<file path="config.mk">
export PLATFORM = sky130hd
export DESIGN_NAME = lcg_front
export DESIGN_NICKNAME = d
export VERILOG_FILES = /design/src/rtl/lcg_pkg.sv /design/src/rtl/lcg_front.sv
export SDC_FILE = /design/constraint.sdc
export NUM_CORES = 1
export LEC_CHECK = 0
export ABC_AREA = 1
export BUFFER_PORTS_ARGS = -buffer_cell sky130_fd_sc_hd__buf_2
export CAP_MARGIN = 20
export CELL_PAD_IN_SITES_DETAIL_PLACEMENT = 0
export CELL_PAD_IN_SITES_GLOBAL_PLACEMENT = 1
export CORE_MARGIN = 3
export CORE_UTILIZATION = 30
export CTS_CLUSTER_DIAMETER = 200
export DETAILED_ROUTE_END_ITERATION = 10
export MAX_ROUTING_LAYER = met4
export PLACE_DENSITY_LB_ADDON = 0.12
export SYNTH_ARGS = -nofsm -noshare
export SYNTH_HDL_FRONTEND = slang
export SYNTH_SLANG_ARGS = --single-unit
</file>
<file path="constraint.sdc">
create_clock -name clk -period 12.3 [get_ports clk]
set_input_delay 2.46 -clock clk [delete_from_list [all_inputs] [get_ports clk]]
set_output_delay 2.46 -clock clk [all_outputs]
set_load 0.1 [all_outputs]
</file>
<file path="src/rtl/lcg_pkg.sv">
// Shared widths, types and item formats for the line color gradient pipeline.
`timescale 1ns / 1ps

package lcg_pkg;

  localparam int CoordBits = 16;
  localparam int DiffBits  = CoordBits + 1;
  localparam int DmagBits  = CoordBits;
  // The numerator magnitude stays below 510 * (2**CoordBits - 1).
  localparam int NmagBits  = CoordBits + 9;
  localparam int NumBits   = NmagBits + 1;
  localparam int ChBits    = 8;
  localparam int NumCh     = 3;
  localparam int ColorBits = ChBits * NumCh;

  typedef logic signed [CoordBits-1:0] coord_t;
  typedef logic signed [DiffBits-1:0]  diff_t;
  typedef logic [ColorBits-1:0]        color_t;
  typedef logic [ChBits-1:0]           chan_t;

  // Progress and span along the major axis.
  typedef struct packed {
    diff_t  num;
    diff_t  den;
    color_t ca;
    color_t cb;
  } axis_t;

  // Operands of the unsigned dividers, one numerator per channel.
  typedef struct packed {
    logic [NumCh-1:0][NmagBits-1:0] nmag;
    logic [NumCh-1:0]               neg;
    logic [DmagBits-1:0]            dmag;
    logic                           zero;
    color_t                         ca;
  } quot_in_t;

  typedef struct packed {
    logic [NumCh-1:0][ChBits-1:0] q;
    logic [NumCh-1:0]             neg;
    logic                         zero;
    color_t                       ca;
  } quot_out_t;

endpackage

</file>
<file path="src/rtl/lcg_front.sv">
// Front stages: coordinate differences, then major axis selection.
`timescale 1ns / 1ps

module lcg_front (
  input  logic            clk,
  input  logic            rst_n,
  input  logic            in_valid,
  output logic            in_ready,
  input  lcg_pkg::coord_t px,
  input  lcg_pkg::coord_t py,
  input  lcg_pkg::coord_t sx,
  input  lcg_pkg::coord_t sy,
  input  lcg_pkg::coord_t ex,
  input  lcg_pkg::coord_t ey,
  input  lcg_pkg::color_t ca,
  input  lcg_pkg::color_t cb,
  output logic            out_valid,
  input  logic            out_ready,
  output lcg_pkg::axis_t  out_axis
);
  import lcg_pkg::*;

  typedef struct packed {
    diff_t  dx;
    diff_t  dy;
    diff_t  nx;
    diff_t  ny;
    color_t ca;
    color_t cb;
  } span_t;

  span_t s1_r, s1_nxt;
  axis_t s2_r, s2_nxt;
  logic  v1_r, v2_r;
  logic  rdy1, rdy2;
  logic [DiffBits-1:0] adx, ady;

  assign rdy2     = !v2_r || out_ready;
  assign rdy1     = !v1_r || rdy2;
  assign in_ready = rdy1;

  always_comb begin
    s1_nxt.dx = {ex[CoordBits-1], ex} - {sx[CoordBits-1], sx};
    s1_nxt.dy = {ey[CoordBits-1], ey} - {sy[CoordBits-1], sy};
    s1_nxt.nx = {px[CoordBits-1], px} - {sx[CoordBits-1], sx};
    s1_nxt.ny = {py[CoordBits-1], py} - {sy[CoordBits-1], sy};
    s1_nxt.ca = ca;
    s1_nxt.cb = cb;
  end

  always_comb begin
    adx = s1_r.dx[DiffBits-1] ? (~s1_r.dx + DiffBits'(1)) : s1_r.dx;
    ady = s1_r.dy[DiffBits-1] ? (~s1_r.dy + DiffBits'(1)) : s1_r.dy;
    if (adx >= ady) begin
      s2_nxt.num = s1_r.nx;
      s2_nxt.den = s1_r.dx;
    end else begin
      s2_nxt.num = s1_r.ny;
      s2_nxt.den = s1_r.dy;
    end
    s2_nxt.ca = s1_r.ca;
    s2_nxt.cb = s1_r.cb;
  end

  always_ff @(posedge clk) begin
    if (!rst_n) begin
      v1_r <= 1'b0;
      v2_r <= 1'b0;
    end else begin
      if (rdy1) v1_r <= in_valid;
      if (rdy2) v2_r <= v1_r;
    end
  end

  always_ff @(posedge clk) begin
    if (rdy1 && in_valid) s1_r <= s1_nxt;
    if (rdy2 && v1_r)     s2_r <= s2_nxt;
  end

  assign out_valid = v2_r;
  assign out_axis  = s2_r;

endmodule

</file>
==> impl_metrics.env, run 1 <==
export IMPL_diodes=0
export IMPL_max_vdd_ir_drop_mv=0.0985
export IMPL_critical_path_required_ps=9840
export IMPL_wire_per_inst_um=16.1
export IMPL_initial_core_util=0.305
export IMPL_synth_avg_cell_area_sq_um=9.38
export IMPL_postCtsSetupBuffers=0
export IMPL_port_buffers=231
export IMPL_cts_buffers=17
export IMPL_p_leak_uw=0.00641
export IMPL_clk_latency_ps=450
export IMPL_synth_edf_count=198
export IMPL_start_kind="input pin"
export IMPL_rsz0062_at_grt="no"
export IMPL_worst_clock_skew_ps=16.5
export IMPL_die_h_um=202
export IMPL_yosysSeqAreaShare=0.520
export IMPL_final_util=0.365
export IMPL_cp_common_cell="buf_2"
export IMPL_timing_final_max_slew_violations=0
export IMPL_slew_limit_headroom=0.334
export IMPL_finalSetupViolations=0
export IMPL_drive_above_1_share=0.196
export IMPL_power_density_nw_per_um2=151
export IMPL_ant_nets=0
export IMPL_track_usage=0.161
export IMPL_fp_dieW_um=202
export IMPL_min_path_type="register to register"
export IMPL_synthFlopType="edfxtp_1"
export IMPL_clk_path_buf_depth=2
export IMPL_crit_fanout=3
export IMPL_row_count=71
export IMPL_drt_iter0_drc=404
export IMPL_tns_ps=0
export IMPL_yosys_register_bits=200
export IMPL_slowest_delay_ps=450
export IMPL_core_sq_um=37800
export IMPL_area_delta_synth_final_pct=19.8
export IMPL_synth_top_area_cell="edfxtp_1"
export IMPL_globalRouteOverflowTotal=0
export IMPL_drc=0
export IMPL_yosys_warnings=0
export IMPL_critPathKind="input pin to output pin"
export IMPL_cap_viol_max_count=0
export IMPL_path_clk_slew_ps=70
export IMPL_cp_slowest_cell="buf_2"
export IMPL_gp_congestion=0.844
export IMPL_ios=232
export IMPL_synth_cell_types=40
export IMPL_dpl_hpwl_um=25900
export IMPL_worst_ep_arrival_time_ps=3180
export IMPL_fmax_mhz=177
export IMPL_max_slew_worst_pin_slew_ps=997
export IMPL_synth_area_top_cells="edfxtp_1 (52%), nand2_1 (11%), ha_1 (9.0%)"
export IMPL_crit_path_end_kind="output pin"
export IMPL_async_flop_share=0
export IMPL_post_cts_resized=0
export IMPL_synth_nets=1463
export IMPL_crit_chain="buf_2 > inv_1 > nand3_1 > buf_2"
export IMPL_hold_buffers=0
export IMPL_postSynthCellCount=1228
export IMPL_num_vias=8894
export IMPL_dieArea_sq_um=40800
export IMPL_final_nets=1703
export IMPL_grt_pass1_wl_um=49500
export IMPL_status="finished clean"
export IMPL_synth_top_area_share=0.516
export IMPL_fin_crit_ps=5640
export IMPL_grt_pass1_vias=9010
export IMPL_routed_wl_um=32000
export IMPL_hold_viol_final=0
export IMPL_antenna_found_initial=0
export IMPL_cts_sinks=200
export IMPL_h_tree_depth=4
export IMPL_viasPerCell=4.46
export IMPL_syn_cell_area_sq_um=11500
export IMPL_grt_max_degree=60
export IMPL_fill_cells=3919
export IMPL_drt_pass1_iter_count=5
export IMPL_cts_tree="yes"
export IMPL_cts_root_buf="clkbuf_16"
export IMPL_finalCritPeriodShare=0.458
where the power goes:
group / switching [uW] / leakage (uW) / internal, uW / total, uW
clock: 276 / 0.000279 / 269 / 544
combinational: 481 / 0.00421 / 174 / 655
sequential: 34.4 / 0.00192 / 844 / 879
path summary, 6_finish.rpt:
check / slack, ps / cells after the start / startpoint / to
worst max-delay path: 6660 / 4 / out_ready / in_ready
worst min-delay path: 420 / 0 / s1_r[4] / out_axis[4]
worst max register to register: 8490 / 18 / s1_r[82] / out_axis[65]
worst min register to register: 420 / 0 / s1_r[4] / out_axis[4]
cells in the mapped netlist, types with 2 or more instances:
cell type  count
nand2_1      340
edfxtp_1     198
inv_1        152
nor2_1       111
nand3_1       90
ha_1          83
a21oi_1       68
xor2_1        46
o21ai_0       36
xnor2_1       12
nor3_1        11
nand3_2       10
o21bai_1       8
a21o_1         6
nand3b_1       6
nand2_2        5
nor4_1         5
buf_2          4
buf_8          4
fa_1           4
nand4_1        4
and2_1         3
buf_6          2
dfxtp_1        2
nor2_2         2
nor2_4         2
cell usage in the layout, fill, tap and decap left out, types with 2 or more instances in the layout:
cell type  instances
ha_1              83
xor2_1            46
a21o_1             6
nor2_2             2
dfxtp_1            2
a21oi_1           67
inv_8              2
nand2_1          340
nand3_1           90
nand3_2           10
nor3_1            11
fa_1               4
o21ai_0           36
nor4_1             5
edfxtp_1         198
o21bai_1           8
nor2_4             2
a21oi_4            2
xnor2_1           12
nand2_2            5
inv_1            151
clkinv_1           3
buf_4              2
nand4_1            4
and2_1             3
inv_6              3
clkbuf_16         17
buf_2            231
nand3b_1           6
nor2_1           111
clkinv_2           2
clkinv_8           4
critical path, delay by kind of cell:
| family | cells | cell delay (ps) |
|---|---|---|
| AND/OR/NAND/NOR | 1 | 120 |
| buffers and inverters | 3 | 590 |
kinds of logic (layout without fill, tap and decap cells):
family,Yosys count,count (layout),synth area share
adder cells (fa/ha/maj),87,87,0.0971
AND/OR/NAND/NOR,594,594,0.220
flip-flops,200,200,0.520
XOR/XNOR,58,58,0.0441
AO/OA/AOI/OAI,123,123,0.0585
buffers and inverters,166,419,0.0601
flip-flops by register name (all words and copies together), names as in the netlist:
register and flops:
s1_r 116, out_axis 82, out_valid 1, v1_r 1
per-stage QoR:
stage	cells	hold WS [ps]	worst slack, ps	instance area, sq um	power (uW)
6_report	1992	420	6660	13800	2080
5_1_grt	1992	427	6620	13800	2210
4_1_cts	1992	423	6650	13800	2110
3_5_place_dp	1960	405	6650	13200	1560
3_3_place_gp	1960	400	6670	13200	1560
2_1_floorplan	1228	400	5280	11500	1400
metal layers:
layer | part of all wire | track usage
met1 | 0.46 | 0.202
met2 | 0.48 | 0.268
met3 | 0.045 | 0.0364
met4 | 0.011 | 0.0316
met5 | 0 | -
area by class of cell:
cell class                      count  area, sq um  area share
Sequential cell                   200         5990       0.434
Multi-Input combinational cell    862         4850       0.351
Timing Repair Buffer              233         1170      0.0849
Clock inverter                     14          140      0.0102
Clock buffer                       18          429      0.0311
Inverter                          154          581      0.0421
Tap cell                          511          639      0.0463
No activity file was read; power rests on OpenSTA's default activity.
==> inputs of run 2 (changes only) <==
Clock period 12.3 ns to 5 ns, I/O delays scaled along.
==> impl_metrics.env, run 2 (synthesis gave the netlist of run 1 again) <==
export IMPL_cts_sinks=200
export IMPL_ant_nets=0
export IMPL_clk_path_buf_depth=2
export IMPL_max_vdd_ir_drop_mv=0.227
export IMPL_largest_reg_flops=116
export IMPL_viasPerCell=4.53
export IMPL_grt_pass1_wl_um=50800
export IMPL_layout_common_cells="nand2_1 (340), buf_2 (231), edfxtp_1 (198), inv_1 (151), nor2_1 (111)"
export IMPL_final_nets=1704
export IMPL_path_clk_slew_ps=80
export IMPL_grt_max_degree=74
export IMPL_dpl_hpwl_um=26600
export IMPL_core_sq_um=37800
export IMPL_slew_limit_headroom=0.388
export IMPL_area_delta_synth_final_pct=20.4
export IMPL_drc=0
export IMPL_die_h_um=202
export IMPL_port_buffers=231
export IMPL_initial_core_util=0.305
export IMPL_h_tree_depth=4
export IMPL_finalSetupViolations=0
export IMPL_worst_clock_skew_ps=14.6
export IMPL_row_count=71
export IMPL_ios=232
export IMPL_postCtsSetupBuffers=0
export IMPL_grt_pass1_vias=9007
export IMPL_worst_ep_arrival_time_ps=3900
export IMPL_cap_viol_max_count=0
export IMPL_timing_final_max_slew_violations=0
export IMPL_clk_latency_ps=440
export IMPL_critPathKind="register to register"
export IMPL_tns_ps=0
export IMPL_fmax_mhz=270
export IMPL_final_area_sq_um=13900
export IMPL_num_vias=9023
export IMPL_cts_tree="yes"
export IMPL_antenna_found_initial=0
export IMPL_cts_root_buf="clkbuf_16"
export IMPL_max_slew_worst_pin_slew_ps=915
export IMPL_largest_register="s1_r"
export IMPL_critical_path_required_ps=5200
export IMPL_globalRouteOverflowTotal=0
export IMPL_fin_crit_ps=3700
export IMPL_rsz0062_at_grt="no"
export IMPL_diodes=0
export IMPL_post_cts_resized=0
export IMPL_dieArea_sq_um=40800
export IMPL_power_uw=5200
export IMPL_cts_buffers=17
export IMPL_hold_viol_final=0
export IMPL_start_kind="register"
export IMPL_finalCritPeriodShare=0.741
export IMPL_drive_above_1_share=0.199
export IMPL_gp_congestion=0.878
export IMPL_min_path_type="register to register"
export IMPL_status="finished clean"
export IMPL_dpl_instance_area_sq_um=13200
export IMPL_p_leak_uw=0.00644
export IMPL_hold_buffers=0
export IMPL_routed_wl_um=32800
export IMPL_crit_path_end_kind="register"
export IMPL_drt_iter0_drc=419
export IMPL_fp_dieW_um=202
export IMPL_track_usage=0.166
export IMPL_final_common_cell="nand2_1"
export IMPL_wire_per_inst_um=16.4
export IMPL_drt_pass1_iter_count=7
export IMPL_power_density_nw_per_um2=375
export IMPL_crit_fanout=35
## run 2: report_power, final
group          switching [uW]  total (uW)  internal, uW  leakage [uW]
sequential                102        2180          2080       0.00192
combinational            1170        1600           431       0.00422
clock                     694        1420           729      0.000297
## run 2: routing by layer
metal  track usage  up-vias  share of wire
li1              -     4602              -
met2         0.271      193           0.47
met4        0.0476        0          0.020
met1         0.214     4189           0.47
met5             -        -              0
met3        0.0267       39          0.037
## run 2: metrics by stage
stage / utilization / cells / setup slack (ps) / hold slack (ps)
after floorplan: - / 1228 / 300 / 400
after global placement: 0.351 / 1961 / 1310 / 400
after global routing: 0.367 / 1993 / 916 / 429
after detailed placement: 0.351 / 1961 / 1290 / 405
final: 0.367 / 1993 / 1300 / 420
after CTS: 0.367 / 1993 / 1300 / 423
## run 2: final timing paths
check | from | to | slack [ps] | cells after the start
hold / removal | s1_r[31] | out_axis[31] | 420 | 0
setup / recovery | s1_r[82] | out_axis[78] | 1300 | 17
hold reg to reg | s1_r[31] | out_axis[31] | 420 | 0
setup reg to reg | s1_r[82] | out_axis[78] | 1300 | 17
## run 2: worst max-delay path, stage by stage, from the launching register on
cell,delay (ps)
edfxtp_1,470
inv_1,90
ha_1,160
nand3_1,130
nor2_1,250
nand3_1,150
nand2_1,130
xor2_1,160
inv_1,60
ha_1,330
nand2_2,130
nor2_2,50
nand2_2,90
clkinv_1,100
nand2_4,390
nand3_4,480
nand2_1,190
nand2_1,80
## run 2: final cells by class
cell class | instances | area, sq um
clock buffers | 17 | 425
clock inverters | 15 | 198
fillers | 3876 | 23900
inverters | 154 | 581
multi-input cells | 862 | 4850
flip-flops and latches | 200 | 5990
well taps | 511 | 639
repair buffers | 234 | 1190
==> inputs of run 3 (changes only) <==
Clock period 5 ns to 3.1 ns, I/O delays scaled along.
==> impl_metrics.env, run 3 (synthesis gave the netlist of run 1 again) <==
export IMPL_row_count=71
export IMPL_diodes=0
export IMPL_routed_wl_um=32900
export IMPL_sw_frac_of_total=0.374
export IMPL_worstReg2RegStart="s1_r[83]"
export IMPL_p_leak_uw=0.00676
export IMPL_hold_buffers=0
export IMPL_path_clk_slew_ps=80
export IMPL_cts_tree="yes"
export IMPL_finalSetupViolations=0
export IMPL_status="finished clean"
export IMPL_tns_ps=0
export IMPL_crit_fanout=17
export IMPL_rr_worst_depth=17
export IMPL_globalRouteOverflowTotal=0
export IMPL_timing_final_max_slew_violations=0
export IMPL_reg2reg_slack_ps=210
export IMPL_min_path_cells=1
export IMPL_final_cell_count_no_fill=2054
export IMPL_track_usage=0.165
export IMPL_die_h_um=202
export IMPL_start_kind="register"
export IMPL_cts_root_buf="clkbuf_16"
export IMPL_ios=232
export IMPL_area_delta_synth_final_pct=26.2
export IMPL_fmax_mhz=345
export IMPL_grt_max_degree=59
export IMPL_final_nets=1765
export IMPL_grt_pass1_wl_um=51100
export IMPL_drive_above_1_share=0.244
export IMPL_p_int_uw=5380
export IMPL_finalCritPeriodShare=0.934
export IMPL_rr_endpoint="out_axis[66]"
export IMPL_worst_ep_arrival_time_ps=3100
export IMPL_drt_pass1_iter_count=5
export IMPL_clk_path_buf_depth=2
export IMPL_max_slew_worst_pin_slew_ps=630
export IMPL_max_vdd_ir_drop_mv=0.441
export IMPL_fin_crit_ps=2890
export IMPL_cap_viol_max_count=0
export IMPL_h_tree_depth=4
export IMPL_critical_path_required_ps=3300
export IMPL_clkPwrFrac=0.255
export IMPL_power_density_nw_per_um2=592
export IMPL_clk_latency_ps=440
export IMPL_num_vias=9222
export IMPL_critPathKind="register to register"
export IMPL_cts_sinks=200
export IMPL_hold_viol_final=0
export IMPL_grt_pass1_vias=9260
export IMPL_layout_common_cells="nand2_1 (335), buf_2 (231), edfxtp_1 (198), inv_1 (150), nor2_1 (106)"
export IMPL_holdCritStartpoint="cb[2]"
export IMPL_drc=0
export IMPL_numPlacedInstances=2018
export IMPL_dpl_hpwl_um=26900
export IMPL_fp_dieW_um=202
export IMPL_ant_nets=0
export IMPL_slew_limit_headroom=0.579
export IMPL_combPwrFrac=0.342
export IMPL_gp_congestion=0.876
export IMPL_wire_per_inst_um=16.0
export IMPL_dieArea_sq_um=40800
export IMPL_crit_path_end_kind="register"
export IMPL_worst_clock_skew_ps=10.7
export IMPL_viasPerCell=4.49
export IMPL_power_frac_seq=0.403
export IMPL_power_switching_uw=3220
export IMPL_largest_reg_flops=116
export IMPL_final_common_cell="nand2_1"
export IMPL_core_sq_um=37800
export IMPL_port_buffers=231
export IMPL_fill_cells=3928
export IMPL_largest_register="s1_r"
export IMPL_initial_core_util=0.305
export IMPL_antenna_found_initial=0
export IMPL_drt_iter0_drc=366
export IMPL_cts_buffers=17
export IMPL_min_path_type="input pin to register"
export IMPL_hold_end="s1_r[2]"
run 3: critical path, cell delays in order, from the launching register on:
cell and delay (ps):
edfxtp_1 390, inv_1 90, ha_2 190, nand3_2 120, nor2_2 120, nand3_1 110
nand2_2 110, xor2_1 140, inv_1 60, ha_1 340, nand2_2 100, nor3_2 290
nand2_1 110, nand2_2 120, nor2_4 60, buf_12 160, nand3_1 70, nand2_1 60
run 3: area by class of cell:
cell class / instances / area, sq um / share of cell area
Timing Repair Buffer: 294 / 1750 / 0.121
Clock inverter: 14 / 160 / 0.0110
Sequential cell: 200 / 5990 / 0.412
Clock buffer: 18 / 439 / 0.0302
Tap cell: 511 / 639 / 0.0440
Multi-Input combinational cell: 863 / 4960 / 0.342
Inverter: 154 / 586 / 0.0403
run 3: worst max path at each step:
| stage | start | endpoint | slack, ps | cells after the start |
|---|---|---|---|---|
| CTS | s1_r[83] | out_axis[79] | 20 | 18 |
| floorplan | out_ready | s1_r[0] | -210 | 4 |
| global placement | s1_r[83] | out_axis[79] | -160 | 18 |
| global route | s1_r[83] | out_axis[57] | -50 | 20 |
| finish | s1_r[83] | out_axis[66] | 210 | 17 |
| detailed placement | s1_r[83] | out_axis[79] | -240 | 18 |
run 3: through the flow:
| stage | hold slack [ps] | cell area (sq um) | total power (uW) | setup WS, ps | utilization |
|---|---|---|---|---|---|
| after CTS | 312 | 14400 | 8680 | 22.0 | 0.382 |
| after floorplan | 400 | 11600 | 5550 | -213 | - |
| final | 347 | 14500 | 8600 | 205 | 0.385 |
| after detailed placement | 405 | 13800 | 6370 | -238 | 0.365 |
| after global routing | 318 | 14500 | 9130 | -47.3 | 0.385 |
| after global placement | 401 | 13800 | 6360 | -161 | 0.365 |
run 3: power by group through the flow:
stage               logic, uW  clock network, uW  registers, uW
global placement         2830                  0           3540
floorplan                1390                  0           4160
finish                   2940               2190           3470
global route             3250               2390           3500
detailed placement       2840                  0           3530
CTS                      2920               2280           3480
run 3: repair_timing:
| action | 4_1_cts | 5_1_grt |
|---|---|---|
| pin swaps | 1 | 2 |
| endpoints found under the setup margin | 34 | 34 |
| buffers inserted | 2 | 1 |
| resized for setup | 2 | 19 |
| cloned | 1 | 0 |
run 3: routing by layer:
layer / vias to the layer above / global-route usage / wire length (um)
met5: - / - / 0
met4: 0 / 0.0366 / 405
met3: 22 / 0.0277 / 1260
met2: 181 / 0.271 / 15600
met1: 4294 / 0.217 / 15600
li1: 4725 / - / -
